## src/rtl/core/ascii_frame_receiver_unit_defines.svh

```systemverilog
// ----------------------------------------------------------------------------
// ASCII frame receiver assertion macros
// Shared concurrent assertion forms, clocked on the rising edge and
// disabled while reset is asserted.
// ----------------------------------------------------------------------------
`ifndef ASCII_FRAME_RECEIVER_UNIT_DEFINES_SVH
`define ASCII_FRAME_RECEIVER_UNIT_DEFINES_SVH

// Same-cycle implication.
`define AFR_ASSERT_IMPLIES(label, clk, rst_n, ante, cons, msg) \
    label: assert property (@(posedge clk) disable iff (!rst_n) (ante) |-> (cons)) \
        else $error(msg);

// Next-cycle implication.
`define AFR_ASSERT_NEXT(label, clk, rst_n, ante, cons, msg) \
    label: assert property (@(posedge clk) disable iff (!rst_n) (ante) |=> (cons)) \
        else $error(msg);

`endif

```

## src/rtl/core/afr_pkg.sv

```systemverilog
`timescale 1ns / 1ps
// ----------------------------------------------------------------------------
// ASCII frame receiver package
// Widths, codes, reset values and shared structs.
// ----------------------------------------------------------------------------
package afr_pkg;

    localparam int DEF_BUFFER_DEPTH = 128;

    localparam int TIMEOUT_W  = 24;
    localparam int CHAR_W     = 8;
    localparam int KIND_W     = 2;
    localparam int EVENT_W    = 3;
    localparam int POS_W      = 7;
    localparam int ELAPSED_W  = 25;
    localparam int CFG_IDX_W  = 2;
    localparam int CFG_DATA_W = 24;

    localparam logic [TIMEOUT_W-1:0] DEF_TIMEOUT_US = 24'd1400000;
    localparam logic [CHAR_W-1:0]    DEF_START_CHAR = 8'd123;
    localparam logic [CHAR_W-1:0]    DEF_END_CHAR   = 8'd125;
    localparam logic [CHAR_W-1:0]    ASCII_ZERO     = 8'd48;
    localparam logic [CHAR_W-1:0]    LEN_RADIX      = 8'd10;
    localparam int                   FRAME_OVERHEAD = 5;
    localparam logic [ELAPSED_W-1:0] ELAPSED_MAX    = '1;

    // input item kinds
    localparam logic [KIND_W-1:0] KIND_BYTE    = 2'd0;
    localparam logic [KIND_W-1:0] KIND_TICK    = 2'd1;
    localparam logic [KIND_W-1:0] KIND_RELEASE = 2'd2;

    // result events
    localparam logic [EVENT_W-1:0] EV_NONE    = 3'd0;
    localparam logic [EVENT_W-1:0] EV_STORED  = 3'd1;
    localparam logic [EVENT_W-1:0] EV_GOOD    = 3'd2;
    localparam logic [EVENT_W-1:0] EV_LEN_ERR = 3'd3;
    localparam logic [EVENT_W-1:0] EV_TIMEOUT = 3'd4;

    // configuration register indexes
    localparam logic [CFG_IDX_W-1:0] REG_TIMEOUT    = 2'd0;
    localparam logic [CFG_IDX_W-1:0] REG_START_CHAR = 2'd1;
    localparam logic [CFG_IDX_W-1:0] REG_END_CHAR   = 2'd2;

    typedef struct packed {
        logic [TIMEOUT_W-1:0] timeout_limit_us;
        logic [CHAR_W-1:0]    start_char;
        logic [CHAR_W-1:0]    end_char;
    } cfg_t;

    typedef struct packed {
        logic [EVENT_W-1:0] event_res;
        logic [CHAR_W-1:0]  echo_byte;
        logic [POS_W-1:0]   position;
        logic [CHAR_W-1:0]  operation;
        logic [CHAR_W-1:0]  payload_length;
    } result_t;

    typedef struct packed {
        logic in_frame;
        logic frame_ready;
    } status_t;

endpackage

```

## src/rtl/core/afr_cfg_regs.sv

```systemverilog
`timescale 1ns / 1ps
// ----------------------------------------------------------------------------
// ASCII frame receiver configuration registers
// Timeout limit and frame delimiter characters, written by index.
// ----------------------------------------------------------------------------
module afr_cfg_regs
    import afr_pkg::*;
(
    input  logic                  clk,
    input  logic                  rst_n,
    input  logic                  wr_en,
    input  logic [CFG_IDX_W-1:0]  wr_index,
    input  logic [CFG_DATA_W-1:0] wr_data,
    output cfg_t                  cfg
);

    cfg_t cfg_reg;
    cfg_t cfg_next;

    always_comb
    begin
        cfg_next = cfg_reg;
        if (wr_en)
        begin
            case (wr_index)
                REG_TIMEOUT:    cfg_next.timeout_limit_us = wr_data[TIMEOUT_W-1:0];
                REG_START_CHAR: cfg_next.start_char       = wr_data[CHAR_W-1:0];
                REG_END_CHAR:   cfg_next.end_char         = wr_data[CHAR_W-1:0];
                default:        cfg_next = cfg_reg;
            endcase
        end
    end

    always_ff @(posedge clk or negedge rst_n)
    begin
        if (!rst_n)
        begin
            cfg_reg.timeout_limit_us <= DEF_TIMEOUT_US;
            cfg_reg.start_char       <= DEF_START_CHAR;
            cfg_reg.end_char         <= DEF_END_CHAR;
        end
        else
        begin
            cfg_reg <= cfg_next;
        end
    end

    assign cfg = cfg_reg;

endmodule

```

## src/rtl/core/afr_frame_ctrl.sv

```systemverilog
`timescale 1ns / 1ps
// ----------------------------------------------------------------------------
// ASCII frame receiver frame control
// Frame state, write position, header digits and elapsed-time counter.
// Computes one result per item and updates state when the item retires.
// ----------------------------------------------------------------------------
module afr_frame_ctrl
    import afr_pkg::*;
#(
    parameter int BUFFER_DEPTH = DEF_BUFFER_DEPTH
)
(
    input  logic              clk,
    input  logic              rst_n,
    input  logic              step,
    input  logic [KIND_W-1:0] kind,
    input  logic [CHAR_W-1:0] rx_byte,
    input  cfg_t              cfg,
    output result_t           res,
    output status_t           status
);

    localparam int PW = $clog2(BUFFER_DEPTH);
    localparam int NW = $clog2(BUFFER_DEPTH + 1);
    localparam int SW = PW + 2;
    localparam int CW = (NW > CHAR_W) ? NW : CHAR_W;

    logic                 in_frame_reg,    in_frame_next;
    logic                 frame_ready_reg, frame_ready_next;
    logic                 timer_rearm_reg, timer_rearm_next;
    logic [PW-1:0]        wr_pos_reg,      wr_pos_next;
    logic                 start_found_reg, start_found_next;
    logic [PW-1:0]        start_pos_reg,   start_pos_next;
    logic [CHAR_W-1:0]    op_digit_reg,    op_digit_next;
    logic [CHAR_W-1:0]    tens_digit_reg,  tens_digit_next;
    logic [CHAR_W-1:0]    ones_digit_reg,  ones_digit_next;
    logic [ELAPSED_W-1:0] elapsed_reg,     elapsed_next;

    logic                 is_start;
    logic                 is_end;
    logic [SW-1:0]        pos_x;
    logic [SW-1:0]        sp_x;
    logic [NW-1:0]        next_raw;
    logic                 wrap;
    logic [NW-1:0]        next_eff;
    logic [CHAR_W-1:0]    tens_d;
    logic [CHAR_W-1:0]    ones_d;
    logic [CHAR_W-1:0]    len_v;
    logic [CHAR_W-1:0]    op_v;
    logic                 len_match;
    logic                 timed_out;
    result_t              res_c;

    assign is_start = (rx_byte == cfg.start_char);
    assign is_end   = (rx_byte == cfg.end_char);
    assign pos_x    = SW'(wr_pos_reg);
    assign sp_x     = SW'(start_pos_reg);
    assign next_raw = NW'(wr_pos_reg) + NW'(1);
    assign wrap     = (next_raw >= NW'(BUFFER_DEPTH));
    assign next_eff = wrap ? '0 : next_raw;

    // digits as they stand after this byte is stored
    assign tens_d    = tens_digit_next - ASCII_ZERO;
    assign ones_d    = ones_digit_next - ASCII_ZERO;
    assign len_v     = CHAR_W'(tens_d * LEN_RADIX) + ones_d;
    assign op_v      = op_digit_next - ASCII_ZERO;
    assign len_match = (next_eff >= NW'(FRAME_OVERHEAD))
                       && (CW'(len_v) == CW'(next_eff - NW'(FRAME_OVERHEAD)));
    // a rearming byte restarts the count at zero, which never exceeds the limit
    assign timed_out = !timer_rearm_reg
                       && (elapsed_reg > ELAPSED_W'(cfg.timeout_limit_us));

    // header capture and position advance
    always_comb
    begin
        start_found_next = start_found_reg;
        start_pos_next   = start_pos_reg;
        op_digit_next    = op_digit_reg;
        tens_digit_next  = tens_digit_reg;
        ones_digit_next  = ones_digit_reg;
        if (start_found_reg)
        begin
            if (pos_x == sp_x + SW'(1))
                op_digit_next = rx_byte;
            else if (pos_x == sp_x + SW'(2))
                tens_digit_next = rx_byte;
            else if (pos_x == sp_x + SW'(3))
                ones_digit_next = rx_byte;
        end
        else if (is_start)
        begin
            start_found_next = 1'b1;
            start_pos_next   = wr_pos_reg;
            op_digit_next    = '0;
            tens_digit_next  = '0;
            ones_digit_next  = '0;
        end
        // wrap forgets the frame start
        if (wrap)
            start_found_next = 1'b0;
    end

    always_comb
    begin
        in_frame_next    = in_frame_reg;
        frame_ready_next = frame_ready_reg;
        timer_rearm_next = timer_rearm_reg;
        wr_pos_next      = wr_pos_reg;
        elapsed_next     = elapsed_reg;
        res_c            = '0;
        case (kind)
            KIND_TICK:
            begin
                if (elapsed_reg != ELAPSED_MAX)
                    elapsed_next = elapsed_reg + ELAPSED_W'(1);
            end
            KIND_RELEASE:
            begin
                frame_ready_next = 1'b0;
            end
            KIND_BYTE:
            begin
                if (is_start)
                    in_frame_next = 1'b1;
                if ((in_frame_reg || is_start) && !frame_ready_reg)
                begin
                    timer_rearm_next = 1'b0;
                    if (timer_rearm_reg)
                        elapsed_next = '0;
                    wr_pos_next = next_eff[PW-1:0];
                    res_c.echo_byte = rx_byte;
                    res_c.position  = POS_W'(wr_pos_reg);
                    if (is_end && start_found_next && len_match)
                    begin
                        // good frame wins over timeout
                        timer_rearm_next     = 1'b1;
                        in_frame_next        = 1'b0;
                        frame_ready_next     = 1'b1;
                        wr_pos_next          = '0;
                        res_c.event_res      = EV_GOOD;
                        res_c.operation      = op_v;
                        res_c.payload_length = len_v;
                    end
                    else if (timed_out)
                    begin
                        in_frame_next    = 1'b0;
                        timer_rearm_next = 1'b1;
                        wr_pos_next      = '0;
                        res_c            = '0;
                        res_c.event_res  = EV_TIMEOUT;
                    end
                    else if (is_end)
                    begin
                        wr_pos_next          = '0;
                        res_c.event_res      = EV_LEN_ERR;
                        res_c.payload_length = start_found_next ? len_v : '0;
                    end
                    else
                    begin
                        res_c.event_res = EV_STORED;
                    end
                end
            end
            default:
            begin
                res_c = '0;
            end
        endcase
    end

    // any stored byte that ends the frame or restarts the buffer clears the start
    logic restart;
    logic stored;

    assign stored  = (kind == KIND_BYTE) && (in_frame_reg || is_start) && !frame_ready_reg;
    assign restart = (res_c.event_res == EV_GOOD) || (res_c.event_res == EV_TIMEOUT)
                     || (res_c.event_res == EV_LEN_ERR);

    always_ff @(posedge clk or negedge rst_n)
    begin
        if (!rst_n)
        begin
            in_frame_reg    <= 1'b0;
            frame_ready_reg <= 1'b0;
            timer_rearm_reg <= 1'b1;
            wr_pos_reg      <= '0;
            start_found_reg <= 1'b0;
            start_pos_reg   <= '0;
            op_digit_reg    <= '0;
            tens_digit_reg  <= '0;
            ones_digit_reg  <= '0;
            elapsed_reg     <= '0;
        end
        else if (step)
        begin
            in_frame_reg    <= in_frame_next;
            frame_ready_reg <= frame_ready_next;
            timer_rearm_reg <= timer_rearm_next;
            wr_pos_reg      <= wr_pos_next;
            elapsed_reg     <= elapsed_next;
            if (stored)
            begin
                start_found_reg <= restart ? 1'b0 : start_found_next;
                start_pos_reg   <= start_pos_next;
                op_digit_reg    <= op_digit_next;
                tens_digit_reg  <= tens_digit_next;
                ones_digit_reg  <= ones_digit_next;
            end
        end
    end

    assign res                = res_c;
    assign status.in_frame    = in_frame_reg;
    assign status.frame_ready = frame_ready_reg;

endmodule

```

## src/rtl/core/ascii_frame_receiver_unit.sv

```systemverilog
`timescale 1ns / 1ps
// ----------------------------------------------------------------------------
// ASCII frame receiver unit
// Parses framed UART bytes ({ op len len payload }) with a frame timeout.
// ----------------------------------------------------------------------------
// Usage:
//   Input channel (in_valid/in_ready, kind, rx_byte) takes a received byte,
//   a one-microsecond tick or a release of a completed frame. Every input
//   transaction yields exactly one result transaction on the output channel
//   (out_valid/out_ready, event_res, echo_byte, position, operation,
//   payload_length), in order.
//   An input transaction passes through the input register, then through the
//   frame logic into the result register, which drives out_valid.
//   Throughput is one item per cycle while out_ready stays high; the frame
//   state update is a single pass of the frame control logic between those
//   two registers. When the receiver stalls, the result register holds and
//   the input register fills; in_ready drops only when both are occupied.
//   Configuration (cfg_valid/cfg_ready, cfg_index, cfg_data) is always
//   ready; the user must write it only while the unit is idle (not enforced).
//   Reset clears both pipeline valid flags, closes any frame, restores the
//   default timeout (1400000 us) and delimiters ('{', '}').
// ----------------------------------------------------------------------------
`include "ascii_frame_receiver_unit_defines.svh"

module ascii_frame_receiver_unit
    import afr_pkg::*;
#(
    parameter int BUFFER_DEPTH = DEF_BUFFER_DEPTH
)
(
    input  logic                  clk,
    input  logic                  rst_n,
    input  logic                  in_valid,
    output logic                  in_ready,
    input  logic [KIND_W-1:0]     kind,
    input  logic [CHAR_W-1:0]     rx_byte,
    output logic                  out_valid,
    input  logic                  out_ready,
    output logic [EVENT_W-1:0]    event_res,
    output logic [CHAR_W-1:0]     echo_byte,
    output logic [POS_W-1:0]      position,
    output logic [CHAR_W-1:0]     operation,
    output logic [CHAR_W-1:0]     payload_length,
    input  logic                  cfg_valid,
    output logic                  cfg_ready,
    input  logic [CFG_IDX_W-1:0]  cfg_index,
    input  logic [CFG_DATA_W-1:0] cfg_data
);

    logic              in_v_reg,  in_v_next;
    logic [KIND_W-1:0] kind_reg;
    logic [CHAR_W-1:0] byte_reg;
    logic              out_v_reg, out_v_next;
    result_t           res_reg;
    logic              advance;
    logic              in_take;
    cfg_t              cfg;
    result_t           fc_res;
    status_t           fc_status;

    assign cfg_ready = 1'b1;
    assign advance   = in_v_reg && (!out_v_reg || out_ready);
    assign in_ready  = !in_v_reg || advance;
    assign in_take   = in_valid && in_ready;

    afr_cfg_regs u_cfg_regs
    (
        .clk      (clk),
        .rst_n    (rst_n),
        .wr_en    (cfg_valid && cfg_ready),
        .wr_index (cfg_index),
        .wr_data  (cfg_data),
        .cfg      (cfg)
    );

    afr_frame_ctrl #(
        .BUFFER_DEPTH (BUFFER_DEPTH)
    ) u_frame_ctrl
    (
        .clk     (clk),
        .rst_n   (rst_n),
        .step    (advance),
        .kind    (kind_reg),
        .rx_byte (byte_reg),
        .cfg     (cfg),
        .res     (fc_res),
        .status  (fc_status)
    );

    always_comb
    begin
        if (in_take)
            in_v_next = 1'b1;
        else if (advance)
            in_v_next = 1'b0;
        else
            in_v_next = in_v_reg;

        if (advance)
            out_v_next = 1'b1;
        else if (out_ready)
            out_v_next = 1'b0;
        else
            out_v_next = out_v_reg;
    end

    always_ff @(posedge clk or negedge rst_n)
    begin
        if (!rst_n)
        begin
            in_v_reg  <= 1'b0;
            out_v_reg <= 1'b0;
        end
        else
        begin
            in_v_reg  <= in_v_next;
            out_v_reg <= out_v_next;
        end
    end

    always_ff @(posedge clk)
    begin
        if (in_take)
        begin
            kind_reg <= kind;
            byte_reg <= rx_byte;
        end
        if (advance)
            res_reg <= fc_res;
    end

    assign out_valid      = out_v_reg;
    assign event_res      = res_reg.event_res;
    assign echo_byte      = res_reg.echo_byte;
    assign position       = res_reg.position;
    assign operation      = res_reg.operation;
    assign payload_length = res_reg.payload_length;

    `AFR_ASSERT_NEXT(a_in_item_held, clk, rst_n, in_v_reg && !advance, in_v_reg, "input item dropped before retiring")
    `AFR_ASSERT_NEXT(a_good_sets_ready, clk, rst_n, advance && (fc_res.event_res == EV_GOOD), fc_status.frame_ready, "good frame did not mark frame ready")
    `AFR_ASSERT_IMPLIES(a_timeout_clean, clk, rst_n, out_valid && (event_res == EV_TIMEOUT), (echo_byte == '0) && (position == '0) && (operation == '0) && (payload_length == '0), "timeout result carries payload")

endmodule
```

## config.mk

```make
export PLATFORM = sky130hd
export DESIGN_NAME = ascii_frame_receiver_unit
export DESIGN_NICKNAME = d
export VERILOG_FILES = /design/src/rtl/core/afr_pkg.sv /design/src/rtl/core/afr_cfg_regs.sv /design/src/rtl/core/afr_frame_ctrl.sv /design/src/rtl/core/ascii_frame_receiver_unit.sv
export VERILOG_INCLUDE_DIRS = /design/src /design/src/rtl/core
export SDC_FILE = /design/constraint.sdc
export NUM_CORES = 1
export LEC_CHECK = 0
export BUFFER_PORTS_ARGS = -buffer_cell sky130_fd_sc_hd__buf_2
export CORE_AREA = 2 2 96 168
export DETAILED_ROUTE_END_ITERATION = 6
export DIE_AREA = 0 0 98 170
export PLACE_DENSITY = 0.78
export SLEW_MARGIN = 10
export SYNTH_ARGS = -nofsm -noshare
export SYNTH_HDL_FRONTEND = slang
export SYNTH_SLANG_ARGS = --single-unit
```

## constraint.sdc

```tcl
create_clock -name clk -period 9.85 [get_ports clk]
set_input_delay 0.985 -clock clk [delete_from_list [all_inputs] [get_ports clk]]
set_output_delay 0.985 -clock clk [all_outputs]
set_load 0.01 [all_outputs]
```

# --- Yosys cells after proc, flatten, opt, wreduce, memory -nomap -nowiden ---
# Index checks and enable logic that the tools add are counted.
classes:
  add_sub_neg: 10
  mul: 1
  order_cmp: 3
  eq_ne: 18
  mux: 48
  n_bitwise: 1
  reduce_logical: 34
op_table:
  columns: ["cell", "count"]
  rows:
  - ["$mux 8", 16]
  - ["$mux 25", 3]
  - ["$mux 34", 2]
  - ["$pmux 25 s2", 1]
  - ["$eq 7x9->1", 3]
  - ["$add 25x1->25 const B", 1]
  - ["$gt 25x24->1", 1]
  - ["$ne 25x25->1 const B", 1]
  - ["$eq 8x8->1", 3]
  - ["$sub 8x6->8 const B", 3]
  - ["$mux 23", 1]
  - ["$mux 7", 3]
  - ["$add 7x1->8 const B", 2]
  - ["$add 7x2->8 const B", 2]
  - ["$mux 1", 16]
  - ["$mux 16", 1]
  - ["$mux 15", 1]
  - ["$reduce_and 2->1", 6]
  - ["$logic_and 1x1->1", 9]
  - ["$add 8x8->8", 1]
  - ["$ge 8x3->1 const B", 1]
  - ["$ge 8x8->1 const B", 1]
  - ["$mul 8x3->7 const B", 1]
  - ["$ne 2x1->1 const B", 4]
  - ["other kinds (16)", 32]
totals:
  reg_bits: 153
  input_bits: 41
  output_inout_bits: 37
  elab_cells: 137

# --- Depth between registers and ports, before layout ---
depth:
  ltp_word: 18
  ltp_mapped: 24
  mapped_depth_nobuf: 22

# --- Cells and area by module ---
# From an unflattened synthesis, not the netlist that was laid out.
unflattened:
  cells_unflattened: 908
  area_unflattened_um2: 9142.5
by_module_without_submodules:
  columns: ["module", "instances", "cells_each", "area_each_um2", "seq_area_each_um2"]
  rows:
  - ["afr_frame_ctrl", 1, 769, 6172.2, 1652.8]
  - ["afr_cfg_regs", 1, 85, 1534.0, 1027.2]
  - ["ascii_frame_receiver_unit", 1, 54, 1436.4, 1371.3]

# --- Least setup slack after synthesis ---
# Ideal clock, no wire load.
synth_path:
  path_kind: "register to register"
  start: "reg u_frame_ctrl.start_pos_reg[1]"
  end: "reg res_reg, in the netlist position[4], data pin"
  setup_time_ns: 0.254
  t_arrival_ns: 5.191
  required_ns: 9.596
  slack_ns: 4.405
  stages_incl_launch_ff: 23
  n_path_buf: 2
  period_less_slack_ns: 5.445
  cell_sequence: "dfrtp_1 > inv_1 > ha_1 > xnor2_1 > nor3_1 > o221ai_1 > a2111o_1 > clkbuf_1 > o31ai_1 > ha_1 > ha_1 > fa_1 > ha_1 > ha_1 > inv_1 > o21bai_1 > a21oi_1 > xnor2_1 > xnor2_1 > xnor3_2 > a21oi_4 > buf_6 > nor2_2"
synth_via:
  elab_chain_len: 12
  elab_cells_between_ends: 21
  classes_between: "add/sub (6); mul (1); eq/ne (4); mux (8); reduce/logical (2)"
synth_lines:
  columns: ["item", "line_no", "source"]
  rows:
  - ["start: declaration", "afr_frame_ctrl.sv:33", "logic [PW-1:0] start_pos_reg, start_pos_next;"]
  - ["start signal: assignment", "afr_frame_ctrl.sv:204", "start_pos_reg <= start_pos_next;"]
  - ["$add 7x2->8", "afr_frame_ctrl.sv:85", "else if (pos_x == sp_x + SW'(2))"]
  - ["$eq 7x9->1", "afr_frame_ctrl.sv:85", null]
  - ["$mux 8", "afr_frame_ctrl.sv:85", null]
  - ["$mux 8 *", "afr_frame_ctrl.sv:83", "if (pos_x == sp_x + SW'(1))"]
  - ["$mux 8 *", "afr_frame_ctrl.sv:81", "if (start_found_reg)"]
  - ["$sub 8x6->8 *", "afr_frame_ctrl.sv:63", "assign tens_d = tens_digit_next - ASCII_ZERO;"]
  - ["net u_frame_ctrl.tens_d[1]", "afr_frame_ctrl.sv:46", "logic [CHAR_W-1:0] tens_d;"]
  - ["$mul 8x3->7 *", "afr_frame_ctrl.sv:65", "assign len_v = CHAR_W'(tens_d * LEN_RADIX) + ones_d;"]
  - ["$add 8x8->8 *", "afr_frame_ctrl.sv:65", null]
  - ["$eq 8x8->1 *", "afr_frame_ctrl.sv:68", "&& (CW'(len_v) == CW'(next_eff - NW'(FRAME_OVERHEAD)));"]
  - ["$logic_and 1x1->1 *", "afr_frame_ctrl.sv:68", null]
  - ["$logic_and 1x1->1 *", "afr_frame_ctrl.sv:133", "if (is_end && start_found_next && len_match)"]
  - ["$mux 15 *", "afr_frame_ctrl.sv:133", null]
  - ["end signal: assignment", "ascii_frame_receiver_unit.sv:129", "res_reg <= fc_res;"]
  - ["end: declaration", "ascii_frame_receiver_unit.sv:54", "result_t res_reg;"]
# Mark *: on every way through the listed nets, which the timed path passes. The rest lies on a longest branch.
# A chain may end at the register's enable or synchronous reset.

# --- Worst setup path after layout ---
layout_path:
  start: "reg byte_reg[2]"
  end: "reg res_reg, in the netlist position[6], data pin"
layout_via:
  elab_chain_len: 10
  elab_cells_between_ends: 26
  classes_between: "add/sub (3); mul (1); eq/ne (3); mux (13); reduce/logical (6)"
layout_lines:
  columns: ["item", "line_no", "source"]
  rows:
  - ["start: declaration", "ascii_frame_receiver_unit.sv:52", "logic [CHAR_W-1:0] byte_reg;"]
  - ["start signal: assignment", "ascii_frame_receiver_unit.sv:126", "byte_reg <= rx_byte;"]
  - ["$eq 8x8->1", "afr_frame_ctrl.sv:54", "assign is_start = (rx_byte == cfg.start_char);"]
  - ["$mux 8", "afr_frame_ctrl.sv:90", "else if (is_start)"]
  - ["$mux 8", "afr_frame_ctrl.sv:81", null]
  - ["$sub 8x6->8", "afr_frame_ctrl.sv:63", null]
  - ["net u_frame_ctrl.tens_d[1]", "afr_frame_ctrl.sv:46", null]
  - ["$mul 8x3->7", "afr_frame_ctrl.sv:65", null]
  - ["$add 8x8->8", "afr_frame_ctrl.sv:65", null]
  - ["$eq 8x8->1", "afr_frame_ctrl.sv:68", null]
  - ["$logic_and 1x1->1", "afr_frame_ctrl.sv:68", null]
  - ["$logic_and 1x1->1", "afr_frame_ctrl.sv:133", null]
  - ["$mux 15", "afr_frame_ctrl.sv:133", null]
# The timed path passes the listed nets, and every way through them passes these cells.

==> flow_metrics.tcl <==
set metrics [dict create \
    post_drt_wl_per_cell_um 19.2 \
    final_nets 1081 \
    fp.dieW_um 98 \
    start_util 0.590 \
    p_sw_uw 523 \
    slew_viol_final 0 \
    antenna_left 0 \
    crit_chain "xor2_1 > nor4_2 > nand3_1 > o211ai_1 > o31ai_1 > ha_1 > ha_1 > fa_1 > ha_1 > ha_1 > inv_1 > o21bai_1 > a21oi_1 > xnor2_1 > xnor2_1 > xnor3_2 > a21oi_4 > nor2b_1" \
    numCtsBuffers 17 \
    place_inst 1153 \
    yosysTopAreaCellShare 0.239 \
    io_buffers 76 \
    holdBufCountCts 0 \
    postSynth.asyncResetShare 0.711 \
    path_class "register to register" \
    crit_path_max_incr_delay_ns 0.75 \
    p_comb_frac 0.183 \
    worstSetupPathDepth 18 \
    ys_seq_area_frac 0.450 \
    path_clk_slew_ns 0.07 \
    synth.avg_cell_area_um2 9.70 \
    synthFlopType "dfrtp_1" \
    synth_cell_types 77 \
    ctsLongestPathBuffers 2 \
    cts_max_level 4 \
    cp.arrival_ns 6.38 \
    critPathSlowestCell "nand3_1" \
    min_path_type "register to register" \
    outcome "finished, final reports clean" \
    grt_usage 0.281 \
    post-dp-hpwl_um 16700 \
    die_area_um2 16700 \
    synth_area_leader_cell "dfrtp_1" \
    largest_reg_flops 40 \
    synth_seq_cells 152 \
    final.min_clock_period_ns 6.22 \
    cap_violations 0 \
    post_cts_resized 0 \
    pwr-share-clk 0.385 \
    drtIter0Drc 399 \
    gp_congestion 0.925 \
    cp-end-kind "register" \
    worstSetupStartpointType "register" \
    grt_pass1_wl_um 36500 \
    vias 7269 \
    die_h_um 170 \
    peakVddDrop_mv 0.119 \
    intPower_uw 1240 \
    drive_gt1_frac 0.187 \
    total_power_uw 1760 \
    critical-path-top-delay-family "adder cells" \
    synth.area.top_cells "dfrtp_1 24%, edfxtp_1 15%, ha_1 7.2%" \
    swShare 0.297 \
    whs_ns 0.488 \
    hold_violations 0 \
    antenna_cells 0 \
    holdPathStages 2 \
    p_seq_frac 0.432 \
    fin_skew_ns 0.0129 \
    antenna_found_initial 0 \
    yosysWarnings 0 \
    synth_nets 1023 \
    fmax_mhz 161 \
    required_ns 10.01 \
    post_cts_buffers 0 \
    grt_max_degree 77 \
    stdcell_count 1185 \
    drt_wl_total_um 22700 \
    tritoncts "done" \
    grt_pass1_vias 7290 \
    rr_worst_depth 18 \
    via_per_inst 6.13 \
    power_density_nw_per_um2 175 \
    synth_edf_count 44 \
    p_leak_uw 0.00452 \
    core_area_um2 15200 \
    setup_viol 0 \
    drtPass1Iterations 5 \
    rows 60 \
    insertion_delay_ns 0.43 \
    post-route-period-util 0.632 \
    synthToLayoutAreaGrowth_pct 11.9 \
    cpMostUsedCell "ha_1" \
    cts_num_sinks 152 \
    cp_max_fo 23 \
    synth_area_um2 9000 \
    syn_inst 928 \
    relSlewSlack 0.270 \
    finalSetupTns_ns 0 \
    overflow 0 \
    ioPinCount 78 \
    rsz0062_at_grt "false" \
    clock-root-buffer "clkbuf_16" \
    critical_path_buf_inv_count 1 \
    tightest_slew_ns 1.10 \
    drc 0 \
]
-- layer usage --
| metal | vias up | global-route usage | wire length, um |
|---|---|---|---|
| met2 | 290 | 0.514 | 12300 |
| met5 | - | 0 | 0 |
| met3 | 107 | 0.0411 | 917 |
| met4 | 0 | 0.177 | 1460 |
| met1 | 3483 | 0.298 | 8030 |
| li1 | 3389 | - | - |
-- cells by family (layout without fill, tap and decap cells) --
group	Yosys count	after routing	synth area share
compound gates	195	195	0.135
xor+xnor	65	65	0.0681
fa+ha+maj	54	54	0.0768
buf+inv	102	173	0.0480
flops	152	152	0.450
mux	30	30	0.0373
other cells	1	1	0.000417
simple gates	329	329	0.184
-- Yosys cell counts, types with 4 or more instances --
| cell | count |
|---|---|
| o21ai_0 | 65 |
| mux2i_1 | 7 |
| nand3b_1 | 9 |
| ha_1 | 52 |
| and4_1 | 6 |
| nand3_1 | 25 |
| a21oi_1 | 50 |
| nor3_1 | 16 |
| and3_1 | 11 |
| o31ai_1 | 10 |
| nor2b_1 | 12 |
| nor2_1 | 58 |
| a2bb2oi_1 | 4 |
| and2_1 | 10 |
| mux2_2 | 21 |
| buf_2 | 6 |
| o211ai_1 | 6 |
| dfstp_2 | 22 |
| nor4_1 | 6 |
| edfxtp_1 | 44 |
| clkbuf_1 | 29 |
| inv_1 | 58 |
| a211oi_1 | 6 |
| nand4_1 | 16 |
| nand2b_1 | 6 |
| a21o_1 | 12 |
| a22o_1 | 6 |
| xnor2_1 | 38 |
| xor2_1 | 23 |
| a31oi_1 | 7 |
| nor2_2 | 10 |
| or3_1 | 11 |
| buf_6 | 4 |
| dfrtp_1 | 86 |
| nand2_1 | 118 |
-- worst reg2reg max path, stage by stage, from the launching register on --
cell	delay [ns]
edfxtp_1	0.47
xor2_1	0.20
nor4_2	0.49
nand3_1	0.75
o211ai_1	0.39
o31ai_1	0.18
ha_1	0.33
ha_1	0.23
fa_1	0.45
ha_1	0.29
ha_1	0.31
inv_1	0.10
o21bai_1	0.08
a21oi_1	0.18
xnor2_1	0.11
xnor2_1	0.29
xnor3_2	0.50
a21oi_4	0.50
nor2b_1	0.11
-- through the flow --
stage | util | cell area, um^2 | worst slack, ns
global placement | 0.621 | 9460 | 3.93
global route | 0.661 | 10100 | 3.29
CTS | 0.661 | 10100 | 3.72
finish | 0.661 | 10100 | 3.63
detailed placement | 0.621 | 9460 | 3.77
floorplan | - | 9000 | 4.40
-- worst paths after layout --
kind | slack [ns] | end | from
max in group asynchronous | 8.02 | u_frame_ctrl.ones_digit_reg[2]$_DFFE_PN0P_ | rst_n
max | 3.63 | position[6]$_SDFFCE_PN0P_ | byte_reg[2]$_DFFE_PP_
min reg2reg | 0.49 | u_frame_ctrl.tens_digit_reg[5]$_DFFE_PN0P_ | u_frame_ctrl.tens_digit_reg[5]$_DFFE_PN0P_
max reg2reg | 3.63 | position[6]$_SDFFCE_PN0P_ | byte_reg[2]$_DFFE_PP_
min | 0.49 | u_frame_ctrl.tens_digit_reg[5]$_DFFE_PN0P_ | u_frame_ctrl.tens_digit_reg[5]$_DFFE_PN0P_
min in group asynchronous | 0.50 | u_cfg_regs.cfg[35]$_DFFE_PN0P_ | rst_n
-- placed cells by master, fill, tap and decap left out, types with 12 or more instances in the layout --
| master | netlist | routed |
|---|---|---|
| nand2_1 | 118 | 118 |
| dfrtp_1 | 86 | 86 |
| buf_2 | 6 | 75 |
| o21ai_0 | 65 | 65 |
| inv_1 | 58 | 58 |
| nor2_1 | 58 | 56 |
| ha_1 | 52 | 52 |
| a21oi_1 | 50 | 50 |
| edfxtp_1 | 44 | 44 |
| xnor2_1 | 38 | 38 |
| nand3_1 | 25 | 25 |
| xor2_1 | 23 | 23 |
| dfstp_2 | 22 | 22 |
| mux2_2 | 21 | 21 |
| clkbuf_16 | 0 | 17 |
| nor3_1 | 16 | 16 |
| nand4_1 | 16 | 16 |
| a21o_1 | 12 | 12 |
| nor2b_1 | 12 | 12 |
| nor2_2 | 10 | 12 |
-- layout make-up --
cell class / count / area, um^2
tap: 186 / 233
sequential: 152 / 4050
timing repair buffer: 83 / 435
inverter: 58 / 218
clock buffer: 17 / 425
clock inverter: 15 / 185
fill: 1233 / 5170
multi-input combinational: 674 / 4530
-- power by group through the flow --
stage               logic, uW  clock network [uW]  registers, uW
floorplan                 236                   0            762
CTS                       322                 685            762
detailed placement        318                   0            773
finish                    322                 678            761
global route              358                 711            768
global placement          311                   0            771
Power figures use the tool's default switching activity.
